==> config.mk <==
export PLATFORM = sky130hd
export DESIGN_NAME = i2c_master_byte_controller_unit_flat
export DESIGN_NICKNAME = d
export VERILOG_FILES = /design/src/hdl/i2cmbc_pkg.sv /design/src/hdl/i2cmbc_in_if.sv /design/src/hdl/i2cmbc_out_if.sv /design/src/hdl/i2c_master_byte_controller_unit.sv /design/src/flat_wrapper.sv
export SDC_FILE = /design/constraint.sdc
export NUM_CORES = 1
export LEC_CHECK = 0
export BUFFER_PORTS_ARGS = -buffer_cell sky130_fd_sc_hd__buf_4
export CORE_MARGIN = 4
export CORE_UTILIZATION = 50
export CTS_BUF_LIST = sky130_fd_sc_hd__clkbuf_2
export CTS_CLUSTER_DIAMETER = 60
export DETAILED_ROUTE_END_ITERATION = 12
export PLACE_DENSITY = 0.7
export SYNTH_ARGS = -nofsm -noshare
export SYNTH_HDL_FRONTEND = slang
export SYNTH_SLANG_ARGS = --single-unit
==> constraint.sdc <==
create_clock -name clk -period 7.9 [get_ports clk]
set_clock_uncertainty 0.05 [all_clocks]
set_input_delay 1.185 -clock clk [delete_from_list [all_inputs] [get_ports clk]]
set_output_delay 1.185 -clock clk [all_outputs]
set_load 0.05 [all_outputs]
==> src/hdl/i2cmbc_pkg.sv <==
`timescale 1ns / 1ps
// Package for the I2C master byte controller: command codes, pin state type
// and the phase sequence tables. No dependencies.
package i2cmbc_pkg;

  localparam int unsigned BYTE_BITS   = 8;
  localparam int unsigned PHASE_W     = 12;
  localparam int unsigned STEP_W      = 5;
  localparam int unsigned CMD_W       = 3;
  localparam int unsigned DATA_STEPS  = 2 * BYTE_BITS;
  localparam logic [PHASE_W-1:0] PHASE_TICKS_RST = PHASE_W'(125);

  typedef enum logic [CMD_W-1:0] {
    CMD_START  = 3'd0,
    CMD_STOP   = 3'd1,
    CMD_WRITE  = 3'd2,
    CMD_READ   = 3'd3,
    CMD_GETACK = 3'd4,
    CMD_ACK    = 3'd5,
    CMD_NAK    = 3'd6
  } cmd_t;

  // Pin state: SDA level, SDA drive enable, SCL level
  typedef struct packed {
    logic lvl;
    logic drv;
    logic scl;
  } pins_t;

  localparam pins_t PINS_RST = '{lvl: 1'b1, drv: 1'b0, scl: 1'b1};

  // Number of phases in a command; zero marks a code that starts nothing
  function automatic logic [STEP_W-1:0] seq_len(logic [CMD_W-1:0] code);
    logic [STEP_W-1:0] n;
    case (code)
      CMD_START:  n = STEP_W'(6);
      CMD_STOP:   n = STEP_W'(6);
      CMD_WRITE:  n = STEP_W'(DATA_STEPS + 1);
      CMD_READ:   n = STEP_W'(DATA_STEPS + 1);
      CMD_GETACK: n = STEP_W'(4);
      CMD_ACK:    n = STEP_W'(5);
      CMD_NAK:    n = STEP_W'(5);
      default:    n = '0;
    endcase
    return n;
  endfunction

  // Pin change applied on the first tick of a phase
  function automatic pins_t enter_phase(cmd_t code, logic [STEP_W-1:0] step,
                                        logic msb, pins_t cur);
    pins_t p;
    p = cur;
    case (code)
      CMD_START: begin
        case (step)
          STEP_W'(0): p.drv = 1'b1;
          STEP_W'(2): p.lvl = 1'b1;
          STEP_W'(3): p.scl = 1'b1;
          STEP_W'(4): p.lvl = 1'b0;
          STEP_W'(5): p.scl = 1'b0;
          default: ;
        endcase
      end
      CMD_STOP: begin
        case (step)
          STEP_W'(0): p.drv = 1'b1;
          STEP_W'(2): p.lvl = 1'b0;
          STEP_W'(3): p.scl = 1'b0;
          STEP_W'(4): p.scl = 1'b1;
          STEP_W'(5): p.lvl = 1'b1;
          default: ;
        endcase
      end
      CMD_WRITE: begin
        if (step >= STEP_W'(DATA_STEPS)) begin
          p.scl = 1'b0;
        end else if (!step[0]) begin
          p.drv = 1'b1;
          p.scl = 1'b0;
          p.lvl = msb;
        end else begin
          p.scl = 1'b1;
        end
      end
      CMD_READ: begin
        if (step >= STEP_W'(DATA_STEPS)) begin
          p.scl = 1'b0;
        end else if (!step[0]) begin
          p.drv = 1'b0;
          p.scl = 1'b0;
          p.lvl = 1'b1;
        end else begin
          p.scl = 1'b1;
        end
      end
      CMD_GETACK: begin
        if (step == STEP_W'(1) || step == STEP_W'(3)) begin
          p.scl = 1'b0;
        end else if (step == STEP_W'(2)) begin
          p.drv = 1'b0;
          p.scl = 1'b1;
        end
      end
      CMD_ACK, CMD_NAK: begin
        case (step)
          STEP_W'(0): p.drv = 1'b1;
          STEP_W'(1): p.scl = 1'b0;
          STEP_W'(2): p.lvl = (code == CMD_NAK);
          STEP_W'(3): p.scl = 1'b1;
          STEP_W'(4): p.scl = 1'b0;
          default: ;
        endcase
      end
      default: ;
    endcase
    return p;
  endfunction

endpackage

==> src/hdl/i2cmbc_in_if.sv <==
`timescale 1ns / 1ps
// Input channel of the I2C master byte controller: one tick word per transfer.
// Uses i2cmbc_pkg for widths.
interface i2cmbc_in_if;
  logic                                valid;
  logic                                ready;
  logic                                cmd_valid;
  logic [i2cmbc_pkg::CMD_W-1:0]        mode;
  logic [i2cmbc_pkg::BYTE_BITS-1:0]    write_data;
  logic                                sda_in;

  modport source (output valid, output cmd_valid, output mode, output write_data,
                  output sda_in, input ready);
  modport sink (input valid, input cmd_valid, input mode, input write_data,
                input sda_in, output ready);
endinterface

==> src/hdl/i2cmbc_out_if.sv <==
`timescale 1ns / 1ps
// Result channel of the I2C master byte controller: pin levels and status per tick.
// Uses i2cmbc_pkg for widths.
interface i2cmbc_out_if;
  logic                                valid;
  logic                                ready;
  logic                                scl_level;
  logic                                sda_drive;
  logic                                sda_level;
  logic                                busy_res;
  logic                                done_res;
  logic [i2cmbc_pkg::BYTE_BITS-1:0]    read_byte;
  logic                                ack_seen;

  modport source (output valid, output scl_level, output sda_drive, output sda_level,
                  output busy_res, output done_res, output read_byte, output ack_seen,
                  input ready);
  modport sink (input valid, input scl_level, input sda_drive, input sda_level,
                input busy_res, input done_res, input read_byte, input ack_seen,
                output ready);
endinterface

==> src/hdl/i2c_master_byte_controller_unit.sv <==
`timescale 1ns / 1ps
// I2C master byte controller, top level.
// Uses i2cmbc_pkg, i2cmbc_in_if and i2cmbc_out_if.
//
// Usage:
//   in_ch carries one word per clock tick of the bus sequencer: a command
//   strobe (cmd_valid, mode, write_data) and the sampled SDA pin. A command
//   is taken only while no command is in progress; otherwise it is dropped.
//   out_ch returns exactly one word per input word: SCL level, SDA drive
//   enable and level, busy, done, the last read byte and the last ack bit.
//   cfg_we/cfg_wdata set the ticks per half-bit phase (reset 125, zero acts
//   as one); write it only while idle.
// Timing:
//   One input word is accepted per cycle while out_ch is not stalled; its
//   result word appears in the output register on the next cycle.
//   The whole tick update is one pass of logic from state and input word to
//   the state and output registers.
// Reset and stall:
//   Reset returns the sequencer to idle with SCL high and SDA released, and
//   empties the output register. When the receiver holds out_ch.ready low,
//   the pending result is held and in_ch.ready drops until it is taken.
module i2c_master_byte_controller_unit (
  input  logic                                clk,
  input  logic                                rst_n,
  i2cmbc_in_if.sink                           in_ch,
  i2cmbc_out_if.source                        out_ch,
  input  logic                                cfg_we,
  input  logic [i2cmbc_pkg::PHASE_W-1:0]      cfg_wdata
);

  localparam int unsigned PW = i2cmbc_pkg::PHASE_W;
  localparam int unsigned SW = i2cmbc_pkg::STEP_W;
  localparam int unsigned BB = i2cmbc_pkg::BYTE_BITS;

  // State registers
  logic [PW-1:0]          phase_ticks_r;
  logic [PW-1:0]          phase_cnt_r,  phase_cnt_nxt;
  logic [SW-1:0]          step_r,       step_nxt;
  i2cmbc_pkg::cmd_t       cmd_r,        cmd_nxt;
  logic                   busy_r,       busy_nxt;
  logic [BB-1:0]          shift_r,      shift_nxt;
  logic [BB-1:0]          rx_byte_r,    rx_byte_nxt;
  logic                   ack_r,        ack_nxt;
  i2cmbc_pkg::pins_t      pins_r,       pins_nxt;
  logic                   done_nxt;

  // Output register
  logic                   out_valid_r;
  logic                   out_done_r;

  logic                   accept;
  logic                   launch;
  logic [PW-1:0]          len;
  logic [PW:0]            cnt_inc;
  logic [SW-1:0]          step_inc;

  // Take a word whenever the output register is empty or being drained
  assign in_ch.ready = !out_valid_r || out_ch.ready;
  assign accept      = in_ch.valid && in_ch.ready;

  assign len = (phase_ticks_r == '0) ? PW'(1) : phase_ticks_r;

  // One tick of the bus sequencer
  always_comb begin
    launch        = !busy_r && in_ch.cmd_valid &&
                    (i2cmbc_pkg::seq_len(in_ch.mode) != '0);
    cmd_nxt       = launch ? i2cmbc_pkg::cmd_t'(in_ch.mode) : cmd_r;
    step_nxt      = launch ? '0 : step_r;
    phase_cnt_nxt = launch ? '0 : phase_cnt_r;
    busy_nxt      = launch || busy_r;
    shift_nxt     = shift_r;
    if (launch) begin
      shift_nxt = (cmd_nxt == i2cmbc_pkg::CMD_WRITE) ? in_ch.write_data : '0;
    end
    rx_byte_nxt   = rx_byte_r;
    ack_nxt       = ack_r;
    pins_nxt      = pins_r;
    done_nxt      = 1'b0;
    cnt_inc       = '0;
    step_inc      = '0;

    if (busy_nxt) begin
      // apply the pin change on the first tick of a phase
      if (phase_cnt_nxt == '0) begin
        pins_nxt = i2cmbc_pkg::enter_phase(cmd_nxt, step_nxt, shift_nxt[BB-1], pins_r);
      end
      cnt_inc = {1'b0, phase_cnt_nxt} + (PW+1)'(1);
      if (cnt_inc >= {1'b0, len}) begin
        // end of phase: shift or sample, then advance the step
        if (step_nxt < SW'(i2cmbc_pkg::DATA_STEPS) && step_nxt[0]) begin
          if (cmd_nxt == i2cmbc_pkg::CMD_WRITE) begin
            shift_nxt = {shift_nxt[BB-2:0], 1'b0};
          end else if (cmd_nxt == i2cmbc_pkg::CMD_READ) begin
            shift_nxt = {shift_nxt[BB-2:0], in_ch.sda_in};
          end
        end
        if (cmd_nxt == i2cmbc_pkg::CMD_GETACK && step_nxt == SW'(2)) begin
          ack_nxt = in_ch.sda_in;
        end
        phase_cnt_nxt = '0;
        step_inc      = step_nxt + SW'(1);
        step_nxt      = step_inc;
        if (step_inc >= i2cmbc_pkg::seq_len(cmd_nxt)) begin
          if (cmd_nxt == i2cmbc_pkg::CMD_READ) begin
            rx_byte_nxt = shift_nxt;
          end
          busy_nxt = 1'b0;
          step_nxt = '0;
          done_nxt = 1'b1;
        end
      end else begin
        phase_cnt_nxt = cnt_inc[PW-1:0];
      end
    end
  end

  // Hold the phase length; it must be written only while idle, which the block does not enforce
  always_ff @(posedge clk) begin
    if (!rst_n) begin
      phase_ticks_r <= i2cmbc_pkg::PHASE_TICKS_RST;
    end else if (cfg_we) begin
      phase_ticks_r <= cfg_wdata;
    end
  end

  // Advance the sequencer state on each accepted word
  always_ff @(posedge clk) begin
    if (!rst_n) begin
      phase_cnt_r <= '0;
      step_r      <= '0;
      cmd_r       <= i2cmbc_pkg::CMD_START;
      busy_r      <= 1'b0;
      shift_r     <= '0;
      rx_byte_r   <= '0;
      ack_r       <= 1'b0;
      pins_r      <= i2cmbc_pkg::PINS_RST;
      out_done_r  <= 1'b0;
    end else if (accept) begin
      phase_cnt_r <= phase_cnt_nxt;
      step_r      <= step_nxt;
      cmd_r       <= cmd_nxt;
      busy_r      <= busy_nxt;
      shift_r     <= shift_nxt;
      rx_byte_r   <= rx_byte_nxt;
      ack_r       <= ack_nxt;
      pins_r      <= pins_nxt;
      out_done_r  <= done_nxt;
    end
  end

  // Output word valid flag
  always_ff @(posedge clk) begin
    if (!rst_n) begin
      out_valid_r <= 1'b0;
    end else if (accept) begin
      out_valid_r <= 1'b1;
    end else if (out_ch.ready) begin
      out_valid_r <= 1'b0;
    end
  end

  // Drive the result word from the registered state
  assign out_ch.valid     = out_valid_r;
  assign out_ch.scl_level = pins_r.scl;
  assign out_ch.sda_drive = pins_r.drv;
  assign out_ch.sda_level = !pins_r.drv || pins_r.lvl;
  assign out_ch.busy_res  = busy_r;
  assign out_ch.done_res  = out_done_r;
  assign out_ch.read_byte = rx_byte_r;
  assign out_ch.ack_seen  = ack_r;

endmodule

==> src/flat_wrapper.sv <==
// flat-port wrapper written by rule: the top's interface ports become plain ports
module i2c_master_byte_controller_unit_flat 
  (clk, rst_n, cfg_we, cfg_wdata, in_ch_valid, in_ch_cmd_valid, in_ch_mode, in_ch_write_data, in_ch_sda_in, in_ch_ready, out_ch_valid, out_ch_scl_level, out_ch_sda_drive, out_ch_sda_level, out_ch_busy_res, out_ch_done_res, out_ch_read_byte, out_ch_ack_seen, out_ch_ready);
  i2cmbc_in_if in_ch_i ();
  i2cmbc_out_if out_ch_i ();
  input  logic clk;
  input  logic rst_n;
  input  logic cfg_we;
  input  logic [i2cmbc_pkg::PHASE_W-1:0] cfg_wdata;
  input wire logic [$bits(in_ch_i.valid)-1:0] in_ch_valid;
  input wire logic [$bits(in_ch_i.cmd_valid)-1:0] in_ch_cmd_valid;
  input wire logic [$bits(in_ch_i.mode)-1:0] in_ch_mode;
  input wire logic [$bits(in_ch_i.write_data)-1:0] in_ch_write_data;
  input wire logic [$bits(in_ch_i.sda_in)-1:0] in_ch_sda_in;
  output wire logic [$bits(in_ch_i.ready)-1:0] in_ch_ready;
  output wire logic [$bits(out_ch_i.valid)-1:0] out_ch_valid;
  output wire logic [$bits(out_ch_i.scl_level)-1:0] out_ch_scl_level;
  output wire logic [$bits(out_ch_i.sda_drive)-1:0] out_ch_sda_drive;
  output wire logic [$bits(out_ch_i.sda_level)-1:0] out_ch_sda_level;
  output wire logic [$bits(out_ch_i.busy_res)-1:0] out_ch_busy_res;
  output wire logic [$bits(out_ch_i.done_res)-1:0] out_ch_done_res;
  output wire logic [$bits(out_ch_i.read_byte)-1:0] out_ch_read_byte;
  output wire logic [$bits(out_ch_i.ack_seen)-1:0] out_ch_ack_seen;
  input wire logic [$bits(out_ch_i.ready)-1:0] out_ch_ready;
  assign in_ch_i.valid = in_ch_valid;
  assign in_ch_i.cmd_valid = in_ch_cmd_valid;
  assign in_ch_i.mode = in_ch_mode;
  assign in_ch_i.write_data = in_ch_write_data;
  assign in_ch_i.sda_in = in_ch_sda_in;
  assign in_ch_ready = in_ch_i.ready;
  assign out_ch_valid = out_ch_i.valid;
  assign out_ch_scl_level = out_ch_i.scl_level;
  assign out_ch_sda_drive = out_ch_i.sda_drive;
  assign out_ch_sda_level = out_ch_i.sda_level;
  assign out_ch_busy_res = out_ch_i.busy_res;
  assign out_ch_done_res = out_ch_i.done_res;
  assign out_ch_read_byte = out_ch_i.read_byte;
  assign out_ch_ack_seen = out_ch_i.ack_seen;
  assign out_ch_i.ready = out_ch_ready;
  i2c_master_byte_controller_unit u_core (.clk(clk), .rst_n(rst_n), .in_ch(in_ch_i), .out_ch(out_ch_i), .cfg_we(cfg_we), .cfg_wdata(cfg_wdata));
endmodule
# --- Word level (Yosys, flattened, before mapping) ---
# Cells that the tools add are included.
totals:
  ff_bits: 55
  elab_cells: 128
classes:
  add_sub_neg: 2
  n_lt_le_gt_ge: 4
  n_eq_ne: 30
  mux: 46
  n_reduce_logical: 33
op_table:
  columns: ["cell", "n"]
  rows:
  - ["$mux 8", 7]
  - ["$mux 12", 4]
  - ["$pmux 5 s4", 2]
  - ["$mux 5", 6]
  - ["$logic_not 12->1", 2]
  - ["$eq 3x3->1 const B", 6]
  - ["$ne 3x2->1 const B", 5]
  - ["$mux 1", 14]
  - ["$reduce_or 2->1", 7]
  - ["$add 12x1->13 const B", 1]
  - ["$ge 13x12->1", 1]
  - ["$eq 3x2->1 const B", 4]
  - ["$pmux 2 s6", 1]
  - ["$reduce_and 11->1", 1]
  - ["$eq 5x2->1 const B", 2]
  - ["$eq 5x3->1 const B", 2]
  - ["$mux 2", 5]
  - ["$ne 2x2->1 const B", 5]
  - ["$pmux 1 s2", 5]
  - ["$reduce_and 10->1", 1]
  - ["$reduce_bool 5->1", 2]
  - ["$reduce_and 8->1", 1]
  - ["$eq 3x1->1 const B", 2]
  - ["$logic_not 3->1", 2]
  - ["17 further kinds", 27]

# --- Logic depth before layout (Yosys ltp) ---
logic_depth:
  word_depth: 15
  mapped_depth: 20
  depth_no_buf: 17

# --- Least setup slack after synthesis ---
# No wires, ideal clock.
synth_timing:
  path_type: "input to register"
  startpoint: "in in_ch_mode[2]"
  endpoint: "reg u_core.phase_cnt_r[11]"
  setup_ns: 0.070
  t_arrival_ns: 4.644
  t_required_ns: 7.780
  path_slack_ns: 3.136
  path_stages: 20
  path_buffers: 4
  cell_sequence: "buf_2 -> nand3_1 -> nand2_1 -> clkbuf_1 -> nand2_1 -> inv_1 -> ha_1 -> and4_1 -> o2111ai_2 -> xnor2_1 -> and2_1 -> ha_1 -> a211o_1 -> a21oi_1 -> o221ai_2 -> nor3_4 -> buf_2 -> buf_4 -> nand3_1 -> a21boi_1"
synth_between:
  elab_chain_cells: 10
  elab_cells_between_ends: 19
  classes_between: "add/sub: 1; order compare: 1; eq/ne: 6; mux: 4; reduce/logical: 7"
synth_lines:
  columns: ["item", "line_no", "source"]
  rows:
  - ["start, declared", "flat_wrapper.sv:12", "input wire logic [$bits(in_ch_i.mode)-1:0] in_ch_mode;"]
  - ["$eq 3x3->1 (tied with other cells)", "i2cmbc_pkg.sv:35", "case (code)"]
  - ["$reduce_or 2->1 (no source line)", null, null]
  - ["$pmux 5 s4 *", "i2cmbc_pkg.sv:35", null]
  - ["$reduce_bool 5->1 *", "i2c_master_byte_controller_unit.sv:66", "(i2cmbc_pkg::seq_len(in_ch.mode) != '0);"]
  - ["$logic_and 1x1->1 *", "i2c_master_byte_controller_unit.sv:65", "launch = !busy_r && in_ch.cmd_valid &&"]
  - ["$mux 12", "i2c_master_byte_controller_unit.sv:69", "phase_cnt_nxt = launch ? '0 : phase_cnt_r;"]
  - ["$add 12x1->13", "i2c_master_byte_controller_unit.sv:87", "cnt_inc = {1'b0, phase_cnt_nxt} + (PW+1)'(1);"]
  - ["$ge 13x12->1", "i2c_master_byte_controller_unit.sv:88", "if (cnt_inc >= {1'b0, len}) begin"]
  - ["$mux 12", "i2c_master_byte_controller_unit.sv:88", null]
  - ["$mux 12 *", "i2c_master_byte_controller_unit.sv:82", "if (busy_nxt) begin"]
  - ["end signal, assigned", "i2c_master_byte_controller_unit.sv:139", "phase_cnt_r <= phase_cnt_nxt;"]
  - ["end, declared", "i2c_master_byte_controller_unit.sv:37", "logic [PW-1:0] phase_cnt_r, phase_cnt_nxt;"]
# Every way passes the cells marked *; elsewhere a longest branch is shown, timed or not.
# A chain may end at the register's enable or synchronous reset.

# --- Worst setup path in the final report ---
layout_timing:
  startpoint: "in in_ch_cmd_valid"
  endpoint: "reg u_core.shift_r[7]"
layout_between:
  elab_chain_cells: 11
  elab_cells_between_ends: 19
  classes_between: "add/sub: 1; order compare: 2; eq/ne: 2; mux: 10; reduce/logical: 4"
layout_lines:
  columns: ["item", "line_no", "source"]
  rows:
  - ["start, declared", "flat_wrapper.sv:11", "input wire logic [$bits(in_ch_i.cmd_valid)-1:0] in_ch_cmd_valid;"]
  - ["$logic_and 1x1->1 * (2 in a row)", "i2c_master_byte_controller_unit.sv:65", null]
  - ["parallel branches: the longest is 8 deep, another holds $add 12x1->13", null, null]
  - ["$mux 8 *", "i2c_master_byte_controller_unit.sv:82", null]
  - ["end signal, assigned", "i2c_master_byte_controller_unit.sv:143", "shift_r <= shift_nxt;"]
  - ["end, declared", "i2c_master_byte_controller_unit.sv:41", "logic [BB-1:0] shift_r, shift_nxt;"]
# Every way passes the cells marked *.

==> summary.md <==
| Metric | Value |
|---|---|
| DRT antenna net count | `0` |
| Max Cap Viol | `0` |
| Total negative slack | `0 ns` |
| Seq/Total Area, Yosys | `0.2895` |
| Pre-CTS setup slack | `1.973 ns` |
| Critical path, cell by cell | `buf_4 -> and2b_1 -> nand2_1 -> nand2_1 -> inv_1 -> ha_1 -> and4_1 -> o2111ai_2 -> xnor2_1 -> and2_1 -> ha_1 -> a211o_1 -> a21oi_1 -> o221ai_2 -> nor3_4 -> nor3_2 -> o311ai_1` |
| Post-synthesis adder-cell area fraction | `0.07237` |
| Required time worst endpoint | `8.26 ns` |
| Area grow syn2layout | `10.13%` |
| First-pass GRT wire length | `16010 um` |
| Status | `finished, final reports clean` |
| Post-CTS Hold Fix Bufs | `0` |
| Total grt overflow | `0` |
| Post-CTS resize count | `0` |
| Final wirelength | `9474 um` |
| Slew Limit Fails | `0` |
| Post-layout min period | `5.472 ns` |
| Final Hold Viols | `0` |
| Worst-skew pair later-pin latency | `0.48 ns` |
| Die width | `95.22 um` |
| Crit Path Max Fanout | `25` |
| Largest family of logic cells by synthesized area | `simple AND/OR/NAND/NOR gates` |
| Overall power | `0.0005561 W` |
| Fillers | `705` |
| Finished Layout Cells | `602` |
| Routed WL per cell | `15.74 um` |
| Synth Area in Simple Gates | `0.2664` |
| Main synth FF type | `dfxtp_1` |
| Die area | `9067 um^2` |
| Routability cong. | `0.9029` |
| Antenna violations before repair | `0` |
| RSZ-0062 raised after global routing | `no` |
| Top cells by instance count after synthesis | `nand2_1, dfxtp_1, nand3_1, nor2_1, inv_1` |
| Gr usage total | `0.2193` |
| Syn_area_per_cell | `7.908 um^2` |
| Initial drt markers | `175` |
| Maximum vdd drop | `0.00006257 V` |
| CTS H-tree lvls | `2` |
| Post-synth EDFFs | `0` |
| Fin nets | `554` |
| Routed vias | `3555` |
| Post-synth ARST share | `0` |
| Min-Delay Path Class | `reg -> reg` |
| Critical-path top delay cell | `nor3_4` |
| Initial Utilization | `0.5189` |
| Remaining DRCs | `0` |
| Vias/cell | `5.905` |
| IO Count | `46` |
| Worst Path Buf+Inv | `2` |
| CTS Buffer Depth | `2` |
| Critical Path Source Type | `input port` |
| DP Wirelength | `6772 um` |
| Count leader, synth | `nand2_1` |
| Yosys top cell by area | `dfxtp_1` |
| Mapped Area | `3804 um^2` |
| Pwr Density | `132.8 nW/um^2` |
| Complex-gate fraction of the synthesized area | `0.2414` |
| Rows | `31` |
| CTS Buf Count | `5` |
| DP Cell Count | `594` |
| Setup CP Type | `in -> reg` |
| Worst slew pin tran | `0.8958 ns` |
| Max-Slew Margin vs Limit | `0.4010` |
| Crit-path max cell delay | `0.68 ns` |
| Arr. time, crit path | `5.84 ns` |
| CTS sink cnt | `55` |
| F_max | `0.1827 GHz` |
| Largest net degree at the start of global routing | `69` |
| #FFs+latches synth | `55` |
| Synth area leaders | `dfxtp_1, ha_1, nand2_1` |
| CP delay by family, top | `simple AND/OR/NAND/NOR gates` |
| YS warnings | `0` |
| Root buf cell | `clkbuf_2` |
| XOR/XNOR Fraction of Synth Area | `0.02993` |
| Final worst path period share | `0.6927` |
| Core footprint | `7331 um^2` |
| Share of cells above drive strength 1 | `0.1332` |
| Port Buffers | `45` |
| Postcts setup bufs | `0` |
| Vias in the first global route | `3321` |
| Worst-path clk slew | `0.31 ns` |
| Setup ws final | `2.428 ns` |
| Post-synth top area share | `0.2895` |
| CTS tree | `built` |
| Mux contribution to synthesized area | `0.03684` |
| DRT Pass-1 Iters | `5` |
| Post-Syn Instances | `481` |
| # diodes | `0` |
| Synthesized Nets | `533` |
| Standby leakage power | `1.690 nW` |
| Synth cell types | `68` |
| Die Span Y | `95.22 um` |
| CP endpoint kind | `register` |
| Setup violators final | `0` |
-- where the power goes --
part	switching, W	internal (W)
Combinational	0.0000699	0.0000418
Sequential	0.00000656	0.000286
Clock	0.0000977	0.0000538
Total	0.000174	0.000382
-- metrics by stage --
stage / instance area, um^2 / hold slack (ns) / util
CTS: 4189 / 0.4252 / 0.5714
global placement: 4121 / 0.3904 / 0.5622
detailed placement: 4121 / 0.3928 / 0.5622
floorplan: 3804 / 0.3927 / -
finish: 4189 / 0.4233 / 0.5714
global route: 4189 / 0.4359 / 0.5714
-- worst register-to-register path: cells and delay by family, from the launching register on --
| family | cells | cell delay [ns] |
|---|---|---|
| AOI/OAI and AO/OA | 5 | 1.12 |
| xor gates and xnor gates | 1 | 0.16 |
| adders and majority gates | 2 | 0.62 |
| buffers and inverters | 1 | 0.13 |
| DFF | 1 | 0.54 |
| and+or+nand+nor | 7 | 2.55 |
-- layout make-up --
type	count	area [um^2]	share of cell area
Clock buffer	5	25.02	0.005974
Inverter	24	90.09	0.02151
Clock inverter	3	42.54	0.01016
Sequential cell	55	1101	0.2628
Multi-Input combinational cell	370	2461	0.5875
Tap cell	99	123.9	0.02957
Timing Repair Buffer	46	345.3	0.08244
-- cells by family after synthesis --
| group | Yosys count |
|---|---|
| AND/OR/NAND/NOR | 192 |
| AO/OA/AOI/OAI | 129 |
| buffers and inverters | 56 |
| flip-flops | 55 |
| adder cells (fa/ha/maj) | 22 |
| multiplexers | 14 |
| XOR/XNOR | 13 |
-- layer usage --
layer  up-vias  global-route usage  wire length, um
met4         0             0.05769               85
met2        99              0.3388             4254
met5         -                   0                0
met1      1652              0.3162             4674
met3         8             0.03473              459
li1       1796                   -                -
-- layout by cell type (no fill, tap or decap), types with 3 or more instances in the layout --
cell type / n
a21boi_1: 9
a21o_1: 3
a21oi_1: 18
a22oi_1: 12
a32o_1: 3
and2_1: 6
and4_1: 4
buf_4: 46
clkbuf_2: 5
dfxtp_1: 55
ha_1: 22
inv_1: 24
mux2i_1: 14
nand2_1: 57
nand2b_1: 5
nand3_1: 41
nand4_1: 3
nor2_1: 30
nor2b_1: 13
nor3_1: 5
nor4_1: 5
o2111ai_1: 3
o211ai_1: 9
o21a_1: 3
o21ai_0: 17
o21ai_1: 12
o221ai_1: 3
o22ai_1: 3
o311ai_1: 9
or2_1: 3
or4_1: 3
xnor2_1: 7
xor2_1: 6
-- state kept, by name (all words and copies together), names as in the netlist --
signal / cells
u_core.cmd_r: 3
u_core.out_ch.ack_seen: 1
u_core.out_ch.busy_res: 1
u_core.out_ch.done_res: 1
u_core.out_ch.read_byte: 8
u_core.out_ch.scl_level: 1
u_core.out_ch.sda_drive: 1
u_core.out_ch.valid: 1
u_core.phase_cnt_r: 12
u_core.phase_ticks_r: 12
u_core.pins_r: 1
u_core.shift_r: 8
u_core.step_r: 5
-- final timing paths --
kind / slack, ns / cells after the start / endpoint / startpoint
worst min register to register: 0.42 / 2 / u_core.out_ch.read_byte[5]$_SDFFE_PN0P_ / u_core.out_ch.read_byte[5]$_SDFFE_PN0P_
worst min-delay path: 0.42 / 2 / u_core.out_ch.read_byte[5]$_SDFFE_PN0P_ / u_core.out_ch.read_byte[5]$_SDFFE_PN0P_
worst max register to register: 2.67 / 16 / u_core.shift_r[7]$_SDFFE_PN0P_ / u_core.out_ch.busy_res$_SDFFE_PN0P_
worst max-delay path: 2.43 / 17 / u_core.shift_r[7]$_SDFFE_PN0P_ / in_ch_cmd_valid
(Power assumes the default switching activity.)
